## config.mk

```make
export PLATFORM = sky130hd
export DESIGN_NAME = miller_rabin_round_top
export DESIGN_NICKNAME = d
export VERILOG_FILES = /design/src/mrr_pkg.sv /design/src/mrr_mulmod.sv /design/src/miller_rabin_round_top.sv
export SDC_FILE = /design/constraint.sdc
export NUM_CORES = 1
export LEC_CHECK = 0
export BUFFER_PORTS_ARGS = -buffer_cell sky130_fd_sc_hd__buf_2
export CORE_AREA = 5 5 309 311
export CTS_BUF_LIST = sky130_fd_sc_hd__clkbuf_16
export DETAILED_ROUTE_END_ITERATION = 10
export DIE_AREA = 0 0 314 316
export SLEW_MARGIN = 20
export SYNTH_ARGS = -nofsm -noshare
export SYNTH_HDL_FRONTEND = slang
export SYNTH_SLANG_ARGS = --single-unit
```

## constraint.sdc

```tcl
create_clock -name clk_i -period 19.8 [get_ports clk_i]
set_input_delay 2.97 -clock clk_i [delete_from_list [all_inputs] [get_ports clk_i]]
set_output_delay 2.97 -clock clk_i [all_outputs]
set_load 0.05 [all_outputs]
```

## src/mrr_pkg.sv

```systemverilog
`default_nettype none
// ---------------------------------------------------------------------------
// mrr_pkg: shared types for the Miller-Rabin round block
// Holds the state codes of the sequencer and the modular-multiply opcodes.
// ---------------------------------------------------------------------------
package mrr_pkg;

  typedef enum logic [7:0] {
    ST_IDLE   = 8'b0000_0001,
    ST_STRIP  = 8'b0000_0010,
    ST_REDUCE = 8'b0000_0100,
    ST_POW    = 8'b0000_1000,
    ST_WAIT   = 8'b0001_0000,
    ST_CHECK  = 8'b0010_0000,
    ST_SQR    = 8'b0100_0000,
    ST_OUT    = 8'b1000_0000
  } state_e;

  // What the pending multiply result updates.
  typedef enum logic [2:0] {
    OP_ACC = 3'b001,
    OP_BASE = 3'b010,
    OP_X = 3'b100
  } mul_op_e;

endpackage : mrr_pkg
`default_nettype wire

```

## src/mrr_mulmod.sv

```systemverilog
`default_nettype none
// ---------------------------------------------------------------------------
// mrr_mulmod: iterative modular multiplier
// Computes x*y mod n with one bit of y per cycle (double-and-add).
// Needs x, y < n.
// ---------------------------------------------------------------------------
module mrr_mulmod #(
  parameter int unsigned W = 32
) (
  input  wire logic         clk_i,
  input  wire logic         rst_ni,
  input  wire logic         start_i,
  input  wire logic [W-1:0] x_i,
  input  wire logic [W-1:0] y_i,
  input  wire logic [W-1:0] n_i,
  output logic              done_o,
  output logic [W-1:0]      r_o
);

  localparam int unsigned CW = $clog2(W + 1);

  logic          busy_q, busy_d;
  logic [CW-1:0] cnt_q, cnt_d;
  logic [W-1:0]  r_q, r_d, x_q, x_d, y_q, y_d, n_q, n_d;
  logic          done_q, done_d;
  logic [W:0]    dbl, dbl_red, add, add_red;

  always_comb begin
    // r2 = 2r mod n, then add x mod n when this bit of y is set.
    dbl     = {r_q, 1'b0};
    dbl_red = (dbl >= {1'b0, n_q}) ? dbl - {1'b0, n_q} : dbl;
    add     = dbl_red + {1'b0, x_q};
    add_red = (add >= {1'b0, n_q}) ? add - {1'b0, n_q} : add;

    busy_d = busy_q;
    cnt_d  = cnt_q;
    r_d    = r_q;
    x_d    = x_q;
    y_d    = y_q;
    n_d    = n_q;
    done_d = 1'b0;
    if (start_i) begin
      busy_d = 1'b1;
      cnt_d  = CW'(W);
      r_d    = '0;
      x_d    = x_i;
      y_d    = y_i;
      n_d    = n_i;
    end else if (busy_q) begin
      r_d   = y_q[W-1] ? add_red[W-1:0] : dbl_red[W-1:0];
      y_d   = {y_q[W-2:0], 1'b0};
      cnt_d = cnt_q - 1'b1;
      if (cnt_q == CW'(1)) begin
        busy_d = 1'b0;
        done_d = 1'b1;
      end
    end
  end

  always_ff @(posedge clk_i or negedge rst_ni) begin
    if (!rst_ni) begin
      busy_q <= 1'b0;
      done_q <= 1'b0;
      cnt_q  <= '0;
    end else begin
      busy_q <= busy_d;
      done_q <= done_d;
      cnt_q  <= cnt_d;
    end
  end

  always_ff @(posedge clk_i) begin
    r_q <= r_d;
    x_q <= x_d;
    y_q <= y_d;
    n_q <= n_d;
  end

  assign done_o = done_q;
  assign r_o    = r_q;

endmodule : mrr_mulmod
`default_nettype wire

```

## src/miller_rabin_round_top.sv

```systemverilog
`default_nettype none
// ---------------------------------------------------------------------------
// miller_rabin_round_top: one Miller-Rabin round per beat
// Sequencer around a shared bit-serial modular multiplier.
// ---------------------------------------------------------------------------
// One input beat (candidate n, witness a) yields one verdict beat. The block
// takes one beat at a time: in_stall_o is high from acceptance until the
// verdict is taken. Each item with n > 4 first strips factors of two from
// n - 1, then reduces the witness (W = NUM_WIDTH). The exponentiation then
// costs one squaring for every bit of d, plus one multiply for every set
// bit, followed by at most s - 1 further squarings. Every multiply runs on
// the single double-and-add multiplier. Since d has at most W - s bits, the
// worst case is an odd n - 1 with as many bits set as n allows. The witness
// is reduced mod n by a one-bit-per-cycle restoring division.
module miller_rabin_round_top
  import mrr_pkg::*;
#(
  parameter int unsigned NUM_WIDTH = 32
) (
  input  wire logic        clk_i,
  input  wire logic        rst_ni,
  input  wire logic        in_valid_i,
  output logic             in_stall_o,
  input  wire logic [31:0] candidate_i,
  input  wire logic [31:0] witness_i,
  output logic             out_valid_o,
  input  wire logic        out_stall_i,
  output logic             probably_prime_o
);

  localparam int unsigned W  = NUM_WIDTH;
  localparam int unsigned CW = $clog2(W + 1);

  state_e        st_q, st_d;
  mul_op_e       op_q, op_d;
  logic [W-1:0]  n_q, n_d, d_q, d_d, acc_q, acc_d, base_q, base_d, a_q, a_d;
  logic [W-1:0]  nm1;
  logic [CW-1:0] s_q, s_d, cnt_q, cnt_d;
  logic          res_q, res_d;
  logic          m_start, m_done;
  logic [W-1:0]  m_x, m_y, m_r;
  logic [W:0]    rem_sh;
  logic [W-1:0]  cand_w, wit_w;

  assign nm1 = n_q - 1'b1;

  always_comb begin
    cand_w = W'(64'(candidate_i));
    wit_w  = W'(64'(witness_i));
  end

  mrr_mulmod #(.W(W)) u_mul (
    .clk_i  (clk_i),
    .rst_ni (rst_ni),
    .start_i(m_start),
    .x_i    (m_x),
    .y_i    (m_y),
    .n_i    (n_q),
    .done_o (m_done),
    .r_o    (m_r)
  );

  always_comb begin
    st_d    = st_q;
    op_d    = op_q;
    n_d     = n_q;
    d_d     = d_q;
    acc_d   = acc_q;
    base_d  = base_q;
    a_d     = a_q;
    s_d     = s_q;
    cnt_d   = cnt_q;
    res_d   = res_q;
    m_start = 1'b0;
    m_x     = acc_q;
    m_y     = base_q;
    // Restoring division step: remainder in base, dividend bits from a.
    rem_sh  = {base_q, a_q[W-1]};

    unique case (st_q)
      ST_IDLE: begin
        if (in_valid_i) begin
          n_d   = cand_w;
          a_d   = wit_w;
          d_d   = cand_w - 1'b1;
          s_d   = '0;
          base_d = '0;
          cnt_d = CW'(W);
          if (cand_w <= W'(1) || cand_w == W'(4)) begin
            res_d = 1'b0;
            st_d  = ST_OUT;
          end else if (cand_w <= W'(3)) begin
            res_d = 1'b1;
            st_d  = ST_OUT;
          end else begin
            st_d = ST_STRIP;
          end
        end
      end
      ST_STRIP: begin
        if (!d_q[0] && d_q != '0) begin
          d_d = d_q >> 1;
          s_d = s_q + 1'b1;
        end else begin
          st_d = ST_REDUCE;
        end
      end
      ST_REDUCE: begin
        base_d = (rem_sh >= {1'b0, n_q}) ? W'(rem_sh - {1'b0, n_q}) : rem_sh[W-1:0];
        a_d    = {a_q[W-2:0], 1'b0};
        cnt_d  = cnt_q - 1'b1;
        if (cnt_q == CW'(1)) begin
          acc_d = W'(1);
          st_d  = ST_POW;
        end
      end
      ST_POW: begin
        if (d_q == '0) begin
          st_d = ST_CHECK;
        end else begin
          m_start = 1'b1;
          if (d_q[0]) begin
            op_d = OP_ACC;
          end else begin
            m_x  = base_q;
            op_d = OP_BASE;
          end
          st_d = ST_WAIT;
        end
      end
      ST_WAIT: begin
        if (m_done) begin
          unique case (op_q)
            OP_ACC: begin
              acc_d   = m_r;
              m_start = 1'b1;
              m_x     = base_q;
              op_d    = OP_BASE;
            end
            OP_BASE: begin
              base_d = m_r;
              d_d    = d_q >> 1;
              st_d   = ST_POW;
            end
            OP_X: begin
              acc_d = m_r;
              if (m_r == W'(1)) begin
                res_d = 1'b0;
                st_d  = ST_OUT;
              end else if (m_r == nm1) begin
                res_d = 1'b1;
                st_d  = ST_OUT;
              end else begin
                s_d  = s_q - 1'b1;
                st_d = ST_SQR;
              end
            end
            default: st_d = ST_IDLE;
          endcase
        end
      end
      ST_CHECK: begin
        if (acc_q == W'(1) || acc_q == nm1) begin
          res_d = 1'b1;
          st_d  = ST_OUT;
        end else begin
          st_d = ST_SQR;
        end
      end
      ST_SQR: begin
        // Up to s-1 further squarings.
        if (s_q <= CW'(1)) begin
          res_d = 1'b0;
          st_d  = ST_OUT;
        end else begin
          m_start = 1'b1;
          m_x     = acc_q;
          m_y     = acc_q;
          op_d    = OP_X;
          st_d    = ST_WAIT;
        end
      end
      ST_OUT: begin
        if (!out_stall_i) st_d = ST_IDLE;
      end
      default: st_d = ST_IDLE;
    endcase
  end

  always_ff @(posedge clk_i or negedge rst_ni) begin
    if (!rst_ni) begin
      st_q <= ST_IDLE;
      op_q <= OP_ACC;
    end else begin
      st_q <= st_d;
      op_q <= op_d;
    end
  end

  always_ff @(posedge clk_i) begin
    n_q    <= n_d;
    d_q    <= d_d;
    acc_q  <= acc_d;
    base_q <= base_d;
    a_q    <= a_d;
    s_q    <= s_d;
    cnt_q  <= cnt_d;
    res_q  <= res_d;
  end

  assign in_stall_o       = (st_q != ST_IDLE);
  assign out_valid_o      = (st_q == ST_OUT);
  assign probably_prime_o = res_q;

endmodule : miller_rabin_round_top
`default_nettype wire
```

-- After elaboration in Yosys (flattened, before gate mapping)
Cells that the tools add are included.
- order comparisons: 6
- mux-type cells: 80
- reduce and logical (&&, ||, !) cells: 23
- add/sub/neg operators: 10
- equal/unequal tests: 38
- operators by type and width (operator ; number):
    $mux 32 ; 22
    $pmux 32 s2 ; 3
    $pmux 32 s3 ; 2
    $ge 33x32->1 ; 3
    $mux 8 ; 11
    $eq 32x1->1 const B ; 2
    $eq 32x32->1 ; 2
    $pmux 8 s8 ; 1
    $sub 32x1->32 const B ; 2
    $sub 32x32->32 ; 2
    $mux 6 ; 10
    $add 33x32->33 ; 1
    $mux 33 ; 1
    $sub 33x32->33 ; 1
    $eq 32x3->1 const B ; 1
    $le 32x1->1 const B ; 1
    $le 32x2->1 const B ; 1
    $logic_not 32->1 ; 1
    $reduce_bool 32->1 ; 1
    $ne 2x2->1 const B ; 14
    $pmux 8 s3 ; 1
    $mux 1 ; 19
    $pmux 6 s3 ; 1
    $sub 6x1->6 const B ; 3
    other kinds (36) ; 51
- register bits: 320
- logic and storage cells: 174
- bits of input ports: 68

-- Logic depth before layout (Yosys ltp)
Gate-level depths: netlist of run 1.
- word-level depth: 7
- depth in mapped cells: 40

-- By module
From an unflattened synthesis of run 1, not the netlist that was laid out.
- cell total of the unflattened synthesis: 2565
- area total of the unflattened synthesis: 24104.4 um^2
- modules (own cells, without submodules) (module ; area an instance (um^2) ; sequential area each (um^2) ; cells each ; instances):
    miller_rabin_round_top ; 13439.1 ; 5472.7 ; 1410 ; 1
    mrr_mulmod ; 10665.2 ; 3723.6 ; 1155 ; 1

-- Least setup slack after synthesis of run 1
OpenSTA, ideal clock, no wires.
- path type: register to register
- start point: register u_mul.r_q[3], in the netlist u_mul.r_o[3]
- end point: register u_mul.r_q[13], in the netlist u_mul.r_o[13]
- clock period less this slack: 7.330 ns
- data arrival time: 7.079 ns
- required time: 19.550 ns
- path buffers: 3
- cell stages (with the launch flop): 35
- slack: 12.470 ns
- path through: dfxtp_1 > ha_1 > nand3_1 > o21bai_1 > a311o_1 > a21oi_2 > a41oi_1 > nor2_1 > a21oi_1 > clkbuf_1 > clkbuf_1 > nor2_1 > ha_1 > inv_1 > fa_1 > nand2b_1 > a21oi_1 > o2111ai_1 > a41oi_1 > a21oi_1 > o31ai_1 > a21o_1 > a21oi_1 > xnor2_1 > ha_1 > nand3_1 > or4_1 > o311a_1 > a21oi_1 > nor2_1 > mux2i_2 > buf_6 > mux2_2 > nand2_1 > a21oi_1
- longest elaborated chain between the ends: 6
- RTL lines (item ; line ; source):
    start, declared ; mrr_mulmod.sv:24 ; logic [W-1:0] r_q, r_d, x_q, x_d, y_q, y_d, n_q, n_d;
    start signal, assigned ; mrr_mulmod.sv:73 ; r_q <= r_d;
    $sub 33x32->33 or $ge 33x32->1 (tied branches) ; mrr_mulmod.sv:31 ; dbl_red = (dbl >= {1'b0, n_q}) ? dbl - {1'b0, n_q} : dbl;
    $mux 33 (*) ; mrr_mulmod.sv:31 ;
    $add 33x32->33 ; mrr_mulmod.sv:32 ; add = dbl_red + {1'b0, x_q};
    $sub 32x32->32 or $ge 33x32->1 (tied branches) ; mrr_mulmod.sv:33 ; add_red = (add >= {1'b0, n_q}) ? add - {1'b0, n_q} : add;
    $mux 32 ; mrr_mulmod.sv:33 ;
    $mux 32 (*) ; mrr_mulmod.sv:50 ; r_d = y_q[W-1] ? add_red[W-1:0] : dbl_red[W-1:0];
Mark *: on every way between the ends. The rest lies on a longest branch, timed or not.
A chain may end at the register's enable or synchronous reset.

-- Worst setup path after layout of run 1
- start point: register u_mul.r_q[2], in the netlist u_mul.r_o[2]
- end point: register u_mul.r_q[26], in the netlist u_mul.r_o[26]
The elaborated chain is that of the path after synthesis.

==> results.json, run 1 <==
{
  "status": "finished clean",
  "clock-sinks": 320,
  "crit_fanout": 56,
  "end_kind": "register",
  "gp_congestion": 0.958,
  "synth_nets": 2660,
  "postCtsSetupBuffers": 0,
  "viasPerCell": 5.02,
  "fin_crit_ps": 8990,
  "rows": 112,
  "hpwl_um": 53500,
  "final_common_cell": "nand2_1",
  "final_max_slew_viol_count": 0,
  "tns_ps": 0,
  "grt_antenna_before_repair": 2,
  "area_delta_synth_final_pct": 13.1,
  "synth_area_leaders": "edfxtp_1, ha_1, xnor2_1, nand2_1, o21ai_0",
  "r2r_end": "u_mul.r_o[26]",
  "synth_top_area_share_pct": 35.4,
  "rrSetupSlack_ps": 10810,
  "ctsHoldBuffers": 0,
  "critPathArrivalTime_ps": 9440,
  "cpMostUsedCell": "a21oi_1",
  "postSynth.asyncResetShare_pct": 5.94,
  "drt-initial-drc-count": 2052,
  "mostFrequentLayoutCells": "nand2_1, edfxtp_1, o21ai_0",
  "postSynthAreaPerCell_sq_um": 9.31,
  "clk_pin_slew_worst_paths_ps": 60,
  "switching_share_pct": 47.7,
  "maxSlewHeadroom_pct": 27.5,
  "ctsResizeCount": 0,
  "cp_top_family": "compound AO/OA/AOI/OAI gates",
  "synth_seq_cells": 320,
  "cpPeakStageDelay_ps": 530,
  "synth_top_family_by_area": "simple AND/OR/NAND/NOR gates",
  "die_y_um": 316,
  "routed_wirelength_um": 70200,
  "fin_crit_sh_pct": 45.4,
  "clk_path_buf_depth": 3,
  "post-route-drc-count": 0,
  "p_comb_share_pct": 62.5,
  "critPathRequiredTime_ps": 20250,
  "startpoint_type": "register",
  "grt_pass1_vias": 18125,
  "drtAntennaViolNets": 0,
  "finalPower_uw": 5000,
  "pin_count": 71,
  "synth_xor_area_share_pct": 9.10,
  "portBuffers": 70,
  "hold_class": "register to register",
  "synth_top_area_cell": "edfxtp_1",
  "layout.nets": 2707,
  "synth_edf_count": 269,
  "grt_pass1_wl_um": 107000,
  "cts_tree": "built",
  "power_leakage_uw": 0.0100,
  "crit_type": "register to register",
  "dp.cells": 3655,
  "syn_area_sq_um": 22800,
  "cpMaxStageDelayCell": "or4_1",
  "final-hold-violation-count": 0,
  "finClkSkew_ps": 17.0,
  "yosys.area_share.simple_pct": 17.3,
  "clk_root_buffer_cell": "clkbuf_16",
  "p_sw_uw": 2380,
  "synth_mux_area_share_pct": 4.79,
  "wl_per_cell_um": 18.9,
  "numCtsBuffers": 36,
  "max_freq_mhz": 111,
  "antenna_cells": 0,
  "rr_worst_depth": 32,
  "dr.pass1.iters": 7,
  "p_int_uw": 2610,
  "dieArea_sq_um": 99200,
  "power_density_nw_per_um2": 194,
  "drive_gt1_share_pct": 9.56,
  "hold_depth": 2,
  "holdPathEnd": "a_q[20]",
  "reg2reg_from": "u_mul.r_o[2]",
  "grt_max_degree": 78,
  "dieWidth_um": 314,
  "ys.flop_type": "edfxtp_1",
  "clkLatencyLatePin_ps": 560,
  "stdcell_count": 3719,
  "synth_cell_types": 90,
  "finalSetupViolCount": 0,
  "netlist_instances": 2449,
  "cp_num_buf_inv": 3,
  "drv_cap": 0,
  "worst_pin_slew_ps": 1090,
  "power_frac_seq_pct": 23.0,
  "synthAdderAreaFrac_pct": 7.98,
  "final_util_pct": 27.9,
  "power_frac_clock_pct": 14.5,
  "start_util_pct": 24.7,
  "vias": 18660,
  "synth-compound-area-share_pct": 16.9,
  "grt_util_all_layers_pct": 13.7,
  "core_sq_um": 92500,
  "hold_start": "a_q[19]",
  "seq_area_frac_synth_pct": 40.3,
  "h-tree-depth": 2,
  "peakVddDrop_uv": 172,
  "grt_overflow": 0,
  "rsz0062_at_grt": "false",
  "ys.warnings.count": 0
}
-- cells in the mapped netlist, drive strengths merged (22+ instances only) --
cell type / number
dfxtp: 32
nor2: 162
o21bai: 37
inv: 125
xor2: 82
nand3: 44
o21ai: 197
clkbuf: 71
nand4: 39
nor3: 53
and3: 38
nor4: 51
a211oi: 22
edfxtp: 269
a21oi: 155
xnor2: 152
nand2b: 26
mux2i: 66
ha: 139
a31oi: 24
a21o: 62
mux2: 38
nand2: 322
-- state kept, by name, summed over array words and instances, names as in the netlist, 3 cells and up --
| register | cells |
|---|---|
| s_q | 6 |
| u_mul.r_o | 32 |
| st_q | 8 |
| n_q | 32 |
| u_mul.cnt_q | 6 |
| acc_q | 32 |
| u_mul.n_q | 32 |
| u_mul.x_q | 32 |
| a_q | 32 |
| u_mul.y_q | 32 |
| op_q | 3 |
| base_q | 32 |
| cnt_q | 6 |
| d_q | 32 |
-- tightest hold or removal path, stage by stage (launching register included) --
cell      delay [ps]
edfxtp_1         320
nand2_1           40
nand2_1           40
-- cells by family (layout without fill, tap and decap cells) --
logic type | after synthesis | in the layout
and+or+nand+nor | 816 | 816
AOI/OAI and AO/OA | 623 | 623
DFF | 320 | 320
xor gates and xnor gates | 234 | 234
buffers and inverters | 209 | 282
adders and majority gates | 143 | 143
muxes | 104 | 104
-- power by group through the flow --
| stage | clock, uW | combinational, uW | sequential (uW) |
|---|---|---|---|
| after CTS | 736 | 3080 | 1140 |
| after global routing | 764 | 3450 | 1170 |
| after floorplan | 0 | 2410 | 1060 |
| final | 722 | 3120 | 1150 |
| after detailed placement | 0 | 3060 | 1150 |
| after global placement | 0 | 3070 | 1150 |
-- cell type report --
class	count	area, sq um
fill	9771	66700
multi-input combinational	1920	12900
sequential	320	9200
tap	1197	1500
clock buffer	38	951
timing repair buffer	93	523
inverter	125	470
clock inverter	26	302
-- layer usage --
metal | GRT usage, % | vias up | wire, um
met5 | 0 | - | 0
li1 | - | 9049 | -
met1 | 18.8 | 8817 | 31400
met4 | 4.88 | 0 | 2720
met2 | 22.0 | 681 | 31500
met3 | 2.04 | 113 | 4630
-- worst max path at each step --
| stage | startpoint | end | cells past startpoint |
|---|---|---|---|
| 2_1_floorplan | u_mul.r_o[3] | u_mul.r_o[13] | 34 |
| 3_3_place_gp | u_mul.r_o[3] | u_mul.r_o[5] | 31 |
| 3_5_place_dp | u_mul.r_o[2] | u_mul.r_o[1] | 31 |
| 4_1_cts | u_mul.r_o[2] | u_mul.r_o[1] | 31 |
| 5_1_grt | u_mul.r_o[2] | u_mul.r_o[23] | 33 |
| 6_report | u_mul.r_o[2] | u_mul.r_o[26] | 32 |
-- stage by stage --
stage | worst slack, ps | cell area (sq um) | hold slack [ps]
CTS | 10890 | 25800 | 511
global route | 10220 | 25800 | 539
detailed placement | 10910 | 24500 | 498
global placement | 11130 | 24500 | 487
finish | 10810 | 25800 | 507
floorplan | 12470 | 22800 | 421
(Power assumes the default switching activity.)
==> run 2, diff against run 1 <==
clock period = 7.6 ns   (was 19.8 ns; I/O delays follow)
==> run 2 against run 1 <==
Against the previous run: clock-buffer cell count grew 1; flip-flop and latch count is the same; critical path depth grew 2; non-clock buffer count grew 214; core utilization grew 2.1 points; fmax grew 24%; final area grew 7.5%; total power grew to 3.1 times the previous value; clock skew grew 15 ps; largest cell class unchanged; largest power group unchanged; highest routed layer unchanged.
==> results.json, run 2 (synthesis results as in run 1) <==
{
  "pre_cts_ws_ps": -221,
  "dieWidth_um": 314,
  "drv_cap": 0,
  "wl_per_cell_um": 19.0,
  "clkLatencyLatePin_ps": 570,
  "ctsHoldBuffers": 0,
  "place_area_sq_um": 26100,
  "maxSlewHeadroom_pct": 36.1,
  "h-tree-depth": 2,
  "critPathArrivalTime_ps": 7720,
  "p_sw_uw": 7030,
  "power_leakage_uw": 0.0111,
  "rsz0062_at_grt": "true",
  "p_int_uw": 8290,
  "gp_congestion": 0.963,
  "final_common_cell": "nand2_1",
  "rrSetupSlack_ps": 340,
  "mostFrequentLayoutCells": "nand2_1, edfxtp_1, buf_4",
  "drtAntennaViolNets": 0,
  "holdPathEnd": "a_q[15]",
  "hold_depth": 2,
  "numCtsBuffers": 38,
  "antenna_cells": 0,
  "cpPeakStageDelay_ps": 530,
  "routed_wirelength_um": 74700,
  "start_util_pct": 24.7,
  "dr.pass1.iters": 5,
  "crit_type": "register to register",
  "finClkSkew_ps": 31.7,
  "max_freq_mhz": 138,
  "drt-initial-drc-count": 1499,
  "finalSetupViolCount": 0,
  "p_comb_share_pct": 69.3,
  "setup_slack_ps": 335,
  "reg2reg_from": "u_mul.n_q[1]",
  "core_sq_um": 92500,
  "grt_util_all_layers_pct": 14.5,
  "grt_pass1_vias": 19061,
  "worst_pin_slew_ps": 955,
  "pin_count": 71,
  "rows": 112,
  "final-hold-violation-count": 0,
  "fin_area_sq_um": 27700,
  "hold_class": "register to register",
  "grt_overflow": 0,
  "r2r_end": "u_mul.r_o[9]",
  "status": "finished clean",
  "tns_ps": 0,
  "critPathLaunch": "u_mul.n_q[1]",
  "grt_antenna_before_repair": 0,
  "grt_max_degree": 64,
  "clk_pin_slew_worst_paths_ps": 60,
  "die_y_um": 316,
  "crit_fanout": 13,
  "dieArea_sq_um": 99200,
  "power_frac_clock_pct": 12.1,
  "post-route-drc-count": 0,
  "fin_crit_sh_pct": 95.6,
  "clk_root_buffer_cell": "clkbuf_16",
  "peakVddDrop_uv": 291,
  "drive_gt1_share_pct": 18.1,
  "cts_tree": "built",
  "rr_worst_depth": 34,
  "clock-sinks": 320,
  "power_frac_seq_pct": 18.6,
  "power_density_nw_per_um2": 552,
  "layout.nets": 2923,
  "grt_pass1_wl_um": 113000,
  "startpoint_type": "register",
  "area_delta_synth_final_pct": 21.7,
  "critPathRequiredTime_ps": 8060,
  "fin_crit_ps": 7260,
  "end_kind": "register",
  "hpwl_um": 57600,
  "viasPerCell": 4.99,
  "vias": 19628,
  "hold_start": "a_q[14]",
  "portBuffers": 70,
  "fill_cells": 9765,
  "switching_share_pct": 45.9,
  "final_max_slew_viol_count": 0,
  "clk_path_buf_depth": 3,
  "cpMaxStageDelayCell": "or4_1"
}
run 2: worst max-delay path by stage:
stage               cells after the start  slack [ps]       endpoint
floorplan                              34         270  u_mul.r_o[13]
global placement                       38        -100  u_mul.r_o[30]
detailed placement                     33        -220  u_mul.r_o[23]
CTS                                    37           7  u_mul.r_o[30]
global route                           39         -40  u_mul.r_o[20]
finish                                 34         340   u_mul.r_o[9]
run 2: metal layers:
metal,part of all wire (%),track usage (%)
met1,45,20.3
met2,45,23.4
met3,6.8,1.73
met4,3.6,4.94
met5,0,0
run 2: layout make-up:
| class | count | area, sq um | area share (%) |
|---|---|---|---|
| multi-input combinational | 1920 | 13200 | 47.4 |
| sequential | 320 | 9200 | 33.1 |
| timing repair buffer | 307 | 2180 | 7.84 |
| tap | 1197 | 1500 | 5.40 |
| clock buffer | 39 | 976 | 3.52 |
| inverter | 125 | 470 | 1.70 |
| clock inverter | 29 | 272 | 0.979 |
run 2: through the flow:
stage	std cells	power [uW]	hold slack [ps]	util [%]
floorplan	2449	9060	421	-
global placement	3863	12800	487	28.2
detailed placement	3863	12800	496	28.2
CTS	3933	14800	506	29.7
global route	3937	16500	524	30.0
finish	3937	15300	502	30.0
run 2: critical path: cells and delay by family, from the launching register on:
| family | cells | cell delay [ps] |
|---|---|---|
| flops | 1 | 320 |
| fa+ha+maj | 3 | 930 |
| buf+inv | 5 | 730 |
| compound gates | 17 | 3280 |
| simple gates | 5 | 1170 |
| xor+xnor | 2 | 290 |
| mux | 2 | 410 |
run 2: power groups by stage:
stage	registers, uW	logic [uW]	clock network, uW
finish	2850	10600	1850
global route	2890	11600	1960
CTS	2840	10000	1900
detailed placement	2860	9930	0
global placement	2860	9910	0
floorplan	2770	6290	0
run 2: timing repair:
action                     in CTS  in global routing
setup endpoints to repair      32                 32
pin swaps                       1                 18
setup buffers                   2                  3
gates resized for setup        10                 57
gates cloned                    0                  1
